===== config.mk =====
export PLATFORM = sky130hd
export DESIGN_NAME = card_marking_bump_allocator
export DESIGN_NICKNAME = d
export VERILOG_FILES = /design/src/rtl/core/cmba_pkg.sv /design/src/rtl/core/card_marking_bump_allocator.sv
export VERILOG_INCLUDE_DIRS = /design/src /design/src/rtl/core
export SDC_FILE = /design/constraint.sdc
export NUM_CORES = 2
export LEC_CHECK = 0
export BUFFER_PORTS_ARGS = -buffer_cell sky130_fd_sc_hd__buf_4
export CAP_MARGIN = 5
export CELL_PAD_IN_SITES_DETAIL_PLACEMENT = 1
export CELL_PAD_IN_SITES_GLOBAL_PLACEMENT = 2
export CORE_ASPECT_RATIO = 1.4
export CORE_UTILIZATION = 50
export CTS_CLUSTER_DIAMETER = 200
export DETAILED_ROUTE_END_ITERATION = 16
export GPL_TIMING_DRIVEN = 0
export HOLD_SLACK_MARGIN = 0.12
export PLACE_DENSITY_LB_ADDON = 0.1
export SLEW_MARGIN = 25
export SYNTH_ARGS = -nofsm -noshare
export SYNTH_HDL_FRONTEND = slang
export SYNTH_SLANG_ARGS = --single-unit

===== constraint.sdc =====
create_clock -name clk -period 13.6 [get_ports clk]
set_input_delay 0.68 -clock clk [delete_from_list [all_inputs] [get_ports clk]]
set_output_delay 0.68 -clock clk [all_outputs]
set_load 0.05 [all_outputs]

===== src/rtl/core/card_marking_bump_allocator_macros.svh =====
// assertion macros for the card marking bump allocator
// expects clk and rst_n in the including module
`ifndef CARD_MARKING_BUMP_ALLOCATOR_MACROS_SVH
`define CARD_MARKING_BUMP_ALLOCATOR_MACROS_SVH

// condition holds at every edge out of reset
`define CMBA_ASSERT_ALWAYS(label, cond, msg) \
    label: assert property (@(posedge clk) disable iff (!rst_n) (cond)) else $error(msg);

// consequence holds in the cycle after the antecedent
`define CMBA_ASSERT_NEXT(label, ante, cons, msg) \
    label: assert property (@(posedge clk) disable iff (!rst_n) (ante) |=> (cons)) else $error(msg);

`endif


===== src/rtl/core/cmba_pkg.sv =====
// shared types and constants for the card marking bump allocator
// no dependencies
`default_nettype none

package cmba_pkg;

    localparam int unsigned HEAP_BYTES_DEF  = 1048576;
    localparam int unsigned CARD_BYTES_DEF  = 512;
    localparam int unsigned ALIGN_BYTES_DEF = 64;

    // card bits are stored in rows of this many cards
    localparam int ROW_BITS  = 32;
    localparam int ROW_SHIFT = 5;

    localparam int PADDR_W = 3;
    localparam int PDATA_W = 32;

    localparam logic REG_HEAP_BASE = 1'b0;

    typedef enum logic [1:0] {
        OP_ALLOC = 2'd0,
        OP_MARK  = 2'd1,
        OP_QUERY = 2'd2,
        OP_CLEAR = 2'd3
    } cmba_op_t;

    typedef enum logic [1:0] {
        ST_DONE      = 2'd0,
        ST_IGNORED   = 2'd1,
        ST_EXHAUSTED = 2'd2
    } cmba_status_t;

    typedef struct packed {
        cmba_op_t    opcode;
        logic [31:0] address;
        logic [31:0] request_bytes;
    } cmba_req_t;

    typedef struct packed {
        logic [31:0]  alloc_address;
        logic         card_dirty;
        cmba_status_t status;
    } cmba_rsp_t;

endpackage

`default_nettype wire


===== src/rtl/core/card_marking_bump_allocator.sv =====
// card marking write barrier with bump allocator, top level
// depends on cmba_pkg and card_marking_bump_allocator_macros.svh
//
// One request beat is accepted per cycle while the response does not stall; its response beat
// passes the input register, then card row read and size rounding, then state update into the
// response register, and a stalled response holds the whole pipe. CARD_BYTES must be a power
// of two, ALIGN_BYTES may be any value in range. Card bits live in a row memory of 32 cards per
// row with one valid flip-flop per row, so reset and clear-all need no clearing pass. heap_base
// is written through the APB port, by the user only while idle; the block does not enforce it.
`default_nettype none
`include "card_marking_bump_allocator_macros.svh"

module card_marking_bump_allocator
    import cmba_pkg::*;
#(
    parameter int unsigned HEAP_BYTES  = HEAP_BYTES_DEF,
    parameter int unsigned CARD_BYTES  = CARD_BYTES_DEF,
    parameter int unsigned ALIGN_BYTES = ALIGN_BYTES_DEF
)(
    input  logic               clk,
    input  logic               rst_n,

    input  logic               psel,
    input  logic               penable,
    input  logic               pwrite,
    input  logic [PADDR_W-1:0] paddr,
    input  logic [PDATA_W-1:0] pwdata,
    output logic [PDATA_W-1:0] prdata,
    output logic               pready,

    input  logic               req_valid,
    output logic               req_ready,
    input  cmba_req_t          req,

    output logic               rsp_valid,
    input  logic               rsp_ready,
    output cmba_rsp_t          rsp
);

    localparam int USED_W       = $clog2(HEAP_BYTES + 1);
    localparam int NUM_CARDS    = (HEAP_BYTES + CARD_BYTES - 1) / CARD_BYTES;
    localparam int CARD_SHIFT   = $clog2(CARD_BYTES);
    localparam int NUM_ROWS     = (NUM_CARDS + ROW_BITS - 1) / ROW_BITS;
    localparam int ROW_W        = (NUM_ROWS > 1) ? $clog2(NUM_ROWS) : 1;
    localparam int IDX_W        = ROW_W + ROW_SHIFT;
    localparam int ALIGN_LOG    = $clog2(ALIGN_BYTES);
    localparam int RECIP_SHIFT  = 31 + ALIGN_LOG;
    localparam longint unsigned RECIP_L =
        ((longint'(1) << RECIP_SHIFT) + longint'(ALIGN_BYTES) - 1) / longint'(ALIGN_BYTES);
    localparam logic [31:0]       RECIP     = 32'(RECIP_L);
    localparam logic [USED_W-1:0] HEAP_FULL = USED_W'(HEAP_BYTES);

    // configuration
    logic [31:0] heap_base_reg;
    logic [31:0] heap_base_next;
    logic        cfg_sel;

    // pipeline control
    logic advance;
    logic s1_valid_reg, s1_valid_next;
    logic s2_valid_reg, s2_valid_next;
    logic rsp_valid_reg, rsp_valid_next;

    // stage 1
    cmba_req_t         s1_reg;
    logic [33:0]       s1_heap_end;
    logic              s1_in_heap;
    logic [31:0]       s1_offset;
    logic [IDX_W-1:0]  s1_idx;
    logic [ROW_W-1:0]  s1_row;
    logic              s1_zero;
    logic              s1_big;
    logic [30:0]       s1_sum;
    logic [62:0]       s1_prod;
    logic [USED_W-1:0] s1_q;
    logic              s1_fwd;
    logic              s1_row_ok;

    // stage 2
    cmba_op_t          s2_op_reg;
    logic              s2_in_heap_reg;
    logic [IDX_W-1:0]  s2_idx_reg;
    logic              s2_zero_reg;
    logic              s2_big_reg;
    logic [USED_W-1:0] s2_q_reg;
    logic              s2_fwd_reg;
    logic              s2_row_ok_reg;
    logic [ROW_BITS-1:0] rd_row_reg;
    logic [USED_W-1:0] s2_avail;
    logic [31:0]       s2_rounded;
    logic              s2_fits;
    logic              alloc_ok;
    logic              mark_ok;
    logic              s2_dirty;
    logic [IDX_W-1:0]  alloc_idx;
    cmba_rsp_t         s2_rsp;

    // state
    logic [USED_W-1:0]   used_reg, used_next;
    logic [NUM_ROWS-1:0] row_valid_reg, row_valid_next;
    logic [ROW_BITS-1:0] card_mem [NUM_ROWS];
    cmba_rsp_t           rsp_reg;

    // card write port
    logic                wr_en;
    logic                clr_now;
    logic [IDX_W-1:0]    wr_idx;
    logic [ROW_W-1:0]    wr_row;
    logic [ROW_BITS-1:0] wr_onehot;
    logic [ROW_BITS-1:0] wr_mask;

    // apb
    assign pready  = 1'b1;
    assign cfg_sel = (paddr[PADDR_W-1:2] == REG_HEAP_BASE);
    assign prdata  = cfg_sel ? heap_base_reg : '0;

    always_comb
    begin
        heap_base_next = heap_base_reg;
        if (psel && penable && pwrite && cfg_sel)
        begin
            heap_base_next = pwdata;
        end
    end

    // handshake
    assign advance   = !rsp_valid_reg || rsp_ready;
    assign req_ready = advance;
    assign rsp_valid = rsp_valid_reg;
    assign rsp       = rsp_reg;

    assign s1_valid_next  = advance ? req_valid : s1_valid_reg;
    assign s2_valid_next  = advance ? s1_valid_reg : s2_valid_reg;
    assign rsp_valid_next = advance ? s2_valid_reg : rsp_valid_reg;

    // stage 1: address decode, card row read, size rounding
    assign s1_heap_end = {2'b00, heap_base_reg} + 34'(HEAP_BYTES);
    assign s1_in_heap  = (s1_reg.address != '0) && (s1_reg.address >= heap_base_reg)
                         && ({2'b00, s1_reg.address} < s1_heap_end);
    assign s1_offset   = s1_reg.address - heap_base_reg;
    assign s1_idx      = IDX_W'(s1_offset >> CARD_SHIFT);
    assign s1_row      = s1_idx[IDX_W-1:ROW_SHIFT];
    assign s1_zero     = (s1_reg.request_bytes == '0);
    assign s1_big      = (s1_reg.request_bytes > 32'(HEAP_BYTES));
    assign s1_sum      = s1_reg.request_bytes[30:0] + 31'(ALIGN_BYTES - 1);
    assign s1_prod     = 63'(s1_sum) * 63'(RECIP);
    assign s1_q        = USED_W'(s1_prod >> RECIP_SHIFT);

    // bypass of the card write at the same edge
    assign s1_fwd    = wr_en && (wr_idx == s1_idx);
    assign s1_row_ok = row_valid_reg[s1_row] && !clr_now;

    // stage 2: fit check and state update
    assign s2_avail   = HEAP_FULL - used_reg;
    assign s2_rounded = 32'(s2_q_reg) * 32'(ALIGN_BYTES);
    assign s2_fits    = !s2_big_reg && (s2_rounded <= 32'(s2_avail));
    assign alloc_ok   = s2_valid_reg && (s2_op_reg == OP_ALLOC) && !s2_zero_reg && s2_fits;
    assign mark_ok    = s2_valid_reg && (s2_op_reg == OP_MARK) && s2_in_heap_reg;
    assign alloc_idx  = IDX_W'(used_reg >> CARD_SHIFT);
    assign s2_dirty   = s2_fwd_reg
                        || (s2_row_ok_reg && rd_row_reg[s2_idx_reg[ROW_SHIFT-1:0]]);

    assign wr_en     = advance && (alloc_ok || mark_ok);
    assign clr_now   = advance && s2_valid_reg && (s2_op_reg == OP_CLEAR);
    assign wr_idx    = alloc_ok ? alloc_idx : s2_idx_reg;
    assign wr_row    = wr_idx[IDX_W-1:ROW_SHIFT];
    assign wr_onehot = ROW_BITS'(1) << wr_idx[ROW_SHIFT-1:0];
    // a row that is not valid is rewritten whole so its stale bits read as clean
    assign wr_mask   = row_valid_reg[wr_row] ? wr_onehot : '1;

    assign used_next = (advance && alloc_ok) ? used_reg + USED_W'(s2_rounded) : used_reg;

    always_comb
    begin
        row_valid_next = row_valid_reg;
        if (clr_now)
        begin
            row_valid_next = '0;
        end
        else if (wr_en)
        begin
            row_valid_next = row_valid_reg | (NUM_ROWS'(1) << wr_row);
        end
    end

    always_comb
    begin
        s2_rsp = '{alloc_address: '0, card_dirty: 1'b0, status: ST_DONE};
        unique case (s2_op_reg)
            OP_ALLOC:
            begin
                if (s2_zero_reg)
                begin
                    s2_rsp.status = ST_IGNORED;
                end
                else if (!s2_fits)
                begin
                    s2_rsp.status = ST_EXHAUSTED;
                end
                else
                begin
                    s2_rsp.alloc_address = heap_base_reg + 32'(used_reg);
                end
            end
            OP_MARK:
            begin
                if (!s2_in_heap_reg)
                begin
                    s2_rsp.status = ST_IGNORED;
                end
            end
            OP_QUERY:
            begin
                if (s2_in_heap_reg)
                begin
                    s2_rsp.card_dirty = s2_dirty;
                end
                else
                begin
                    s2_rsp.status = ST_IGNORED;
                end
            end
            OP_CLEAR:
            begin
                s2_rsp.status = ST_DONE;
            end
            default:
            begin
                s2_rsp.status = ST_DONE;
            end
        endcase
    end

    // control registers
    always_ff @(posedge clk or negedge rst_n)
    begin
        if (!rst_n)
        begin
            heap_base_reg <= '0;
            s1_valid_reg  <= 1'b0;
            s2_valid_reg  <= 1'b0;
            rsp_valid_reg <= 1'b0;
            used_reg      <= '0;
            row_valid_reg <= '0;
        end
        else
        begin
            heap_base_reg <= heap_base_next;
            s1_valid_reg  <= s1_valid_next;
            s2_valid_reg  <= s2_valid_next;
            rsp_valid_reg <= rsp_valid_next;
            used_reg      <= used_next;
            row_valid_reg <= row_valid_next;
        end
    end

    // payload registers
    always_ff @(posedge clk)
    begin
        if (advance)
        begin
            if (req_valid)
            begin
                s1_reg <= req;
            end
            s2_op_reg      <= s1_reg.opcode;
            s2_in_heap_reg <= s1_in_heap;
            s2_idx_reg     <= s1_idx;
            s2_zero_reg    <= s1_zero;
            s2_big_reg     <= s1_big;
            s2_q_reg       <= s1_q;
            s2_fwd_reg     <= s1_fwd;
            s2_row_ok_reg  <= s1_row_ok;
            rsp_reg        <= s2_rsp;
        end
    end

    // card row memory
    always_ff @(posedge clk)
    begin
        if (wr_en)
        begin
            for (int b = 0; b < ROW_BITS; b++)
            begin
                if (wr_mask[b])
                begin
                    card_mem[wr_row][b] <= wr_onehot[b];
                end
            end
        end
        if (advance)
        begin
            rd_row_reg <= card_mem[s1_row];
        end
    end

    `CMBA_ASSERT_ALWAYS(a_used_bound, used_reg <= HEAP_FULL, "bytes in use exceed heap size")
    `CMBA_ASSERT_NEXT(a_clear_rows, clr_now, row_valid_reg == '0, "card rows valid after clear")
    `CMBA_ASSERT_NEXT(a_alloc_grows, wr_en && alloc_ok, used_reg != $past(used_reg), "no growth")
    `CMBA_ASSERT_ALWAYS(a_dirty, !rsp_valid || !rsp.card_dirty || rsp.status == ST_DONE, "bad dirty")

endmodule

`default_nettype wire

**Yosys cells after proc, flatten, opt, wreduce, memory -nomap -nowiden**

Memories as Yosys holds them, arrays and structs flattened. A register that Yosys moved wholly into a read port is not among the register bits.
Index checks and enable logic that the tools add are counted.

- Add/subtract/negate cells: 6
- Magnitude comparators: 7
- Eq/ne operators: 4
- Shift-type cells: 2
- Multiplexer cells: 111
- Bitwise operators: 4
- Reduce and logical (&&, ||, !) cells: 33

Operators by type and width:

| kind | number |
|---|---|
| 64-bit two-way mux | 2 |
| 1-bit two-way mux | 100 |
| 32-bit two-way mux | 2 |
| 64-bit OR | 1 |
| 1-bit by 6-bit left shift with 64-bit output (first input constant) | 1 |
| 32-bit by 21-bit adder with 33-bit output (second input constant) | 1 |
| 32-bit by 33-bit < comparator with 1-bit output | 1 |
| 32-bit by 21-bit adder with 32-bit output | 1 |
| 32-bit >= comparator | 1 |
| 32-bit by 21-bit greater-than comparator with 1-bit output (second input constant) | 1 |
| 32-bit logical NOT | 1 |
| 32-bit nonzero test | 1 |
| 1-bit by 5-bit left shift with 32-bit output (first input constant) | 1 |
| 27-bit by 6-bit adder with 27-bit output (second input constant) | 1 |
| 27-bit by 21-bit less-or-equal comparator with 1-bit output | 1 |
| 21-bit adder | 1 |
| 21-bit subtractor (first input constant) | 1 |
| 20-bit subtractor | 1 |
| 1-bit logical AND | 18 |
| 6-bit by 7-bit < comparator with 1-bit output (second input constant) | 2 |
| 1-bit binary-select mux with 6-bit select | 2 |
| 11-bit == test | 1 |
| 11-bit two-way mux | 1 |
| 5-bit by 6-bit < comparator with 1-bit output (second input constant) | 1 |
| other kinds (13) | 23 |

- Register bits: 260
- Memory bits (writable): 2048
- Input bits: 108
- Output and inout bits: 70
- Logic and storage cells: 188
- Memories kept: 1

Memory list:

| name | depth | bits a word | rd ports | clocked after memory_dff | wr ports | line | RTL |
|---|---|---|---|---|---|---|---|
| card_mem | 64 | 32 | 1 | 1 | 1 | card_marking_bump_allocator.sv:101 | `logic [ROW_BITS-1:0] card_mem [NUM_ROWS];` |

**Longest topological paths before layout**

- Word-level depth: 11
- Mapped depth: 24
- Gate-level depth less buffers: 19

**Worst setup path before layout**

OpenSTA, ideal clock, no wires.

- Path kind: input -> register
- From: in rsp_ready
- To: mem card_mem[22][10] (enable)
- Library setup time: 0.300 ns
- Arrival: 6.555 ns
- Required time: 13.300 ns
- Setup slack: 6.746 ns
- Stages: 8
- Buffers on the path: 3
- Cell sequence: nand2b_1 clkbuf_1 o21ai_0 a21oi_1 buf_2 nand2_1 clkbuf_1 nor2_1

- Longest elaborated chain between the ends: 4

RTL lines:

| what | line | RTL |
|---|---|---|
| start, declared | card_marking_bump_allocator.sv:36 | `input logic rsp_ready,` |
| 1-bit logical OR | card_marking_bump_allocator.sv:127 | `assign advance = !rsp_valid_reg \|\| rsp_ready;` |
| via req_ready | card_marking_bump_allocator.sv:32 | `output logic req_ready,` |
| 1-bit logical AND | card_marking_bump_allocator.sv:163 | `assign wr_en = advance && (alloc_ok \|\| mark_ok);` |
| 1-bit two-way mux | card_marking_bump_allocator.sv:281 | `if (wr_en)` |
| 1-bit two-way mux (implied by the code) | card_marking_bump_allocator.sv:287 | `card_mem[wr_row][b] <= wr_onehot[b];` |
| end, declared | card_marking_bump_allocator.sv:101 |  |

The timed path passes the listed nets, and every way through them passes these cells.

**Worst setup path in the final report**

- From: reg used_reg[11]
- To: mem card_mem[26][17] (enable)

- Longest elaborated chain between the ends: 11
- Elaborated cells on any way between the ends: 14
- Classes of those cells: add/sub: 1; order compare: 1; shift: 1; mux: 7; reduce/logical: 4

RTL lines:

| what | line | RTL |
|---|---|---|
| start, declared | card_marking_bump_allocator.sv:99 | `logic [USED_W-1:0] used_reg, used_next;` |
| start signal, assigned | card_marking_bump_allocator.sv:252 | `used_reg <= used_next;` |
| 21-bit subtractor | card_marking_bump_allocator.sv:154 | `assign s2_avail = HEAP_FULL - used_reg;` |
| 27-bit by 21-bit less-or-equal comparator with 1-bit output | card_marking_bump_allocator.sv:156 | `assign s2_fits = !s2_big_reg && (s2_rounded <= 32'(s2_avail));` |
| 1-bit logical AND | card_marking_bump_allocator.sv:156 |  |
| 1-bit logical AND | card_marking_bump_allocator.sv:157 | `assign alloc_ok = s2_valid_reg && (s2_op_reg == OP_ALLOC) && !s2_zero_reg && s2_fits;` |
| 11-bit two-way mux | card_marking_bump_allocator.sv:165 | `assign wr_idx = alloc_ok ? alloc_idx : s2_idx_reg;` |
| 1-bit binary-select mux with 6-bit select | card_marking_bump_allocator.sv:169 | `assign wr_mask = row_valid_reg[wr_row] ? wr_onehot : '1;` |
| 1-bit two-way mux (implied by the code) | card_marking_bump_allocator.sv:169 |  |
| 32-bit two-way mux | card_marking_bump_allocator.sv:169 |  |
| 1-bit two-way mux | card_marking_bump_allocator.sv:285 | `if (wr_mask[b])` |
| 1-bit two-way mux | card_marking_bump_allocator.sv:281 |  |
| 1-bit two-way mux (implied by the code) | card_marking_bump_allocator.sv:287 |  |

Parallel ways exist; a longest one is shown, timed or not. The select of a mux whose other input is x is not followed.

==> metrics.md <==
| Metric | Value |
|---|---|
| TritonRoute pass-1 iters | 8 |
| CP arrival | 8.89 ns |
| Syn Area/Cell | 14.2 um^2 |
| Worst r2r src | used_reg[11]$_DFFE_PN0P_ |
| Non-filler cells, final | 11,100 |
| Total CTS buffers | 231 |
| CP endpoint kind | flip-flop |
| Worst Setup SP | used_reg[11]$_DFFE_PN0P_ |
| Sw Ratio | 42.2% |
| Post-synthesis cell count | 7,515 |
| Reg power frac | 30.1% |
| R2R Setup Slk | 5.34 ns |
| Status | finished clean |
| Layout cell share with drive strength beyond 1 | 19.9% |
| Min cycle time layout | 8.26 ns |
| WL/cell | 35.0 um |
| Vias in the first global route | 72,300 |
| Post-synth EDFFs | 2,220 |
| Relative slew slack | 11.8% |
| Unrepaired setup endpoints after global routing | false |
| Peak VDD IR | 0.208 mV |
| Synth cell types | 86 |
| Reg clk slew, reported paths | 0.07 ns |
| Worst skew pair latency | 0.95 ns |
| DR iter-0 viols | 7,985 |
| Type of origin of the critical path | flip-flop |
| Post-route design area | 0.121 mm^2 |
| Via Count | 69,900 |
| Clk pwr share | 23.6% |
| Synth top area share | 62.4% |
| Achievable Freq | 121 MHz |
| Largest net degree at the start of global routing | 73 |
| Placer Congestion | 0.974 |
| Synth async-reset ratio | 4.88% |
| Final max-slew violation count | 0 |
| Ys Warns | 0 |
| # nets final | 8,261 |
| Register bit total from synthesis | 2,334 |
| Final period utilization | 60.8% |
| Global route overflow | 0 |
| Max FFs per register | 2,048 |
| Number of placed cells counting well taps | 10,600 |
| Final setup viols | 0 |
| Syn nets | 7,720 |
| Post-detail-place hpwl | 274 mm |
| CP Capture Point | card_mem[26][17]$_DFFE_PP_ |
| Biggest fanout along the worst timing path | 10 |
| Initial core utilization | 50.3% |
| Seq/Total Area, Yosys | 65.1% |
| Setup TNS Final | 0 ns |
| Post-route ant nets | 0 |
| Final Hold Fails | 0 |
| # DRC | 0 |
| Area of the mapped netlist | 0.107 mm^2 |
| CTS tree | done |
| First-pass GRT wire length | 539 mm |
| Vias per cell | 6.29 |
| Core area | 0.212 mm^2 |
| Setup Skew | 0.0662 ns |
| Synth area leaders | edfxtp_1 62%, mux4_2 11%, nor2_1 7.7%, dfrtp_1 2.7%, o22ai_4 2.3% |
| IO buf count | 174 |
| # rows | 200 |
| Clock buffer depth | 4 |
| Initial antenna violation count | 45 |
| Die H | 549 um |
| P_sw | 11.9 mW |
| R2r endpoint | card_mem[26][17]$_DFFE_PP_ |
| # H-tree levels | 4 |
| Synth Flop Type | edfxtp_1 |
| Power per cell area | 232 mW/mm^2 |
| Yosys top cell by area | edfxtp_1 |
| Max cap viols | 0 |
| GRT Util Overall | 36.2% |
| WP data required | 14.23 ns |
| Die Width | 393 um |
| R2R cell count | 21 |
| CTS Root Cell | clkbuf_16 |
| Worst-Margin Slew | 1.32 ns |
| Worst hold path class | primary input to asynchronous set/reset pin |
| Placed Area | 0.113 mm^2 |
| Leakage | 45.5 nW |
| Crit Path Class | flip-flop to flip-flop |
| Internal Power | 16.3 mW |
| Comb power frac | 46.3% |
| Fill cells | 20,500 |
| Post-cts gate resize count | 0 |
| Clk sink count | 2,334 |
| Die area | 0.215 mm^2 |
| Area growth syn-to-layout | 13.6% |
| IO Pins | 178 |
| Detailed Route WL | 389 mm |
-- power by group through the flow --
stage          logic [mW]  registers, mW  clock network, mW
6_report             13.0           8.47               6.64
5_1_grt              13.3           8.48               6.89
4_1_cts              12.8           8.46               6.67
3_5_place_dp         12.7           8.61                  0
3_3_place_gp         12.3           8.65                  0
2_1_floorplan        7.77           8.62                  0
-- metal layers --
| layer | wire length, um | track usage [%] |
|---|---|---|
| met5 | 232 | 0.359 |
| met4 | 32600 | 26.8 |
| met1 | 134000 | 42.2 |
| met3 | 33800 | 7.77 |
| met2 | 188000 | 58.9 |
-- layout make-up --
type                    count  area (um^2)  share of cell area, %
flip-flops and latches   2334        69500                   57.3
multi-input cells        4423        33300                   27.4
clock buffers             286         6040                   4.98
plain buffers             595         3640                   3.00
well taps                2828         3540                   2.92
repair buffers            308         3020                   2.49
clock inverters           133         1520                   1.25
inverters                 163          654                  0.539
diodes                     46          115                 0.0949
-- synth_stat cells (9+ instances only) --
cell type / number
nand3_1: 160
mux2i_1: 48
mux4_2: 534
buf_1: 21
nor4_1: 55
nor2b_1: 13
buf_4: 68
o21ai_0: 70
xor2_1: 26
a21boi_0: 68
nand2b_1: 20
buf_2: 53
a21o_1: 17
buf_8: 9
nor2_1: 2179
and3_1: 14
o21a_1: 25
inv_1: 160
ha_1: 95
a211o_1: 34
o22ai_4: 120
clkbuf_1: 323
a21oi_1: 44
edfxtp_1: 2220
xnor2_1: 61
o22ai_1: 77
nand4_1: 12
buf_6: 118
mux2_2: 40
nand2_1: 394
nand3b_1: 10
dfrtp_1: 114
a211oi_1: 23
and4_1: 36
nor3_1: 92
or3_1: 41
-- layout by cell type, fill, tap and decap left out, drive strengths merged, types with 86 or more instances in the layout --
| master | n |
|---|---|
| o22ai | 205 |
| dfrtp | 114 |
| buf | 479 |
| nor3 | 93 |
| clkinv | 86 |
| nand3 | 160 |
| inv | 168 |
| ha | 95 |
| nand2 | 395 |
| dlygate4sd3 | 100 |
| clkbuf | 610 |
| mux4 | 534 |
| edfxtp | 2220 |
| nor2 | 2185 |
-- kinds of logic after synthesis --
family          after synthesis  synth area share, %
other cells                   1              0.00351
buf+inv                     758                 3.94
fa+ha+maj                    97                 1.15
compound gates              555                 5.16
simple gates               3055                 11.7
flops                      2334                 65.1
xor+xnor                     88                0.729
mux                         627                 12.2
-- worst max-delay path: stages, from the launching register on --
cell      delay [ns]
dfrtp_1         0.45
clkbuf_1        0.33
or4_1           0.62
nor4_1          0.33
nand2b_1        0.15
nor3_1          0.22
nand2_1         0.14
nor3_1          0.22
xnor2_1         0.10
ha_1            0.31
nand2_1         0.08
or2_1           0.25
or3_4           0.41
nor2_2          0.21
nor2_1          0.09
nor2_1          0.59
o21ai_0         0.39
a21oi_1         0.98
buf_2           0.45
nand2_1         0.84
clkbuf_1        0.56
nor2_1          0.22
-- stage by stage --
stage / util (%) / total power, mW / worst slack, ns / hold WS [ns]
finish: 57.2 / 28.1 / 5.34 / 0.251
global route: 57.1 / 28.7 / 5.23 / 0.265
CTS: 57.1 / 28.0 / 5.57 / 0.263
detailed placement: 53.1 / 21.4 / 5.64 / 0.423
global placement: 52.6 / 21.0 / 2.17 / 0.411
floorplan: - / 16.4 / 6.75 / 0.384
-- how the worst min path moves through the flow --
stage | start | end | cells after the start
2_1_floorplan | rst_n | heap_base_reg[0]$_DFFE_PN0P_ | 0
3_3_place_gp | s1_reg[65]$_DFFE_PP_ | s2_op_reg[1]$_DFFE_PN_ | 0
3_5_place_dp | s1_reg[65]$_DFFE_PP_ | s2_op_reg[1]$_DFFE_PN_ | 0
4_1_cts | rst_n | s1_valid_reg$_DFFE_PN0N_ | 2
5_1_grt | rst_n | s1_valid_reg$_DFFE_PN0N_ | 2
6_report | rst_n | s1_valid_reg$_DFFE_PN0N_ | 2
-- timing repair --
item / 4_1_cts / 5_1_grt
hold endpoints to repair: 150 / 0
setup buffers: 0 / 0
hold buffers: 100 / 0
Note: power is estimated with default switching activity, not from simulation.
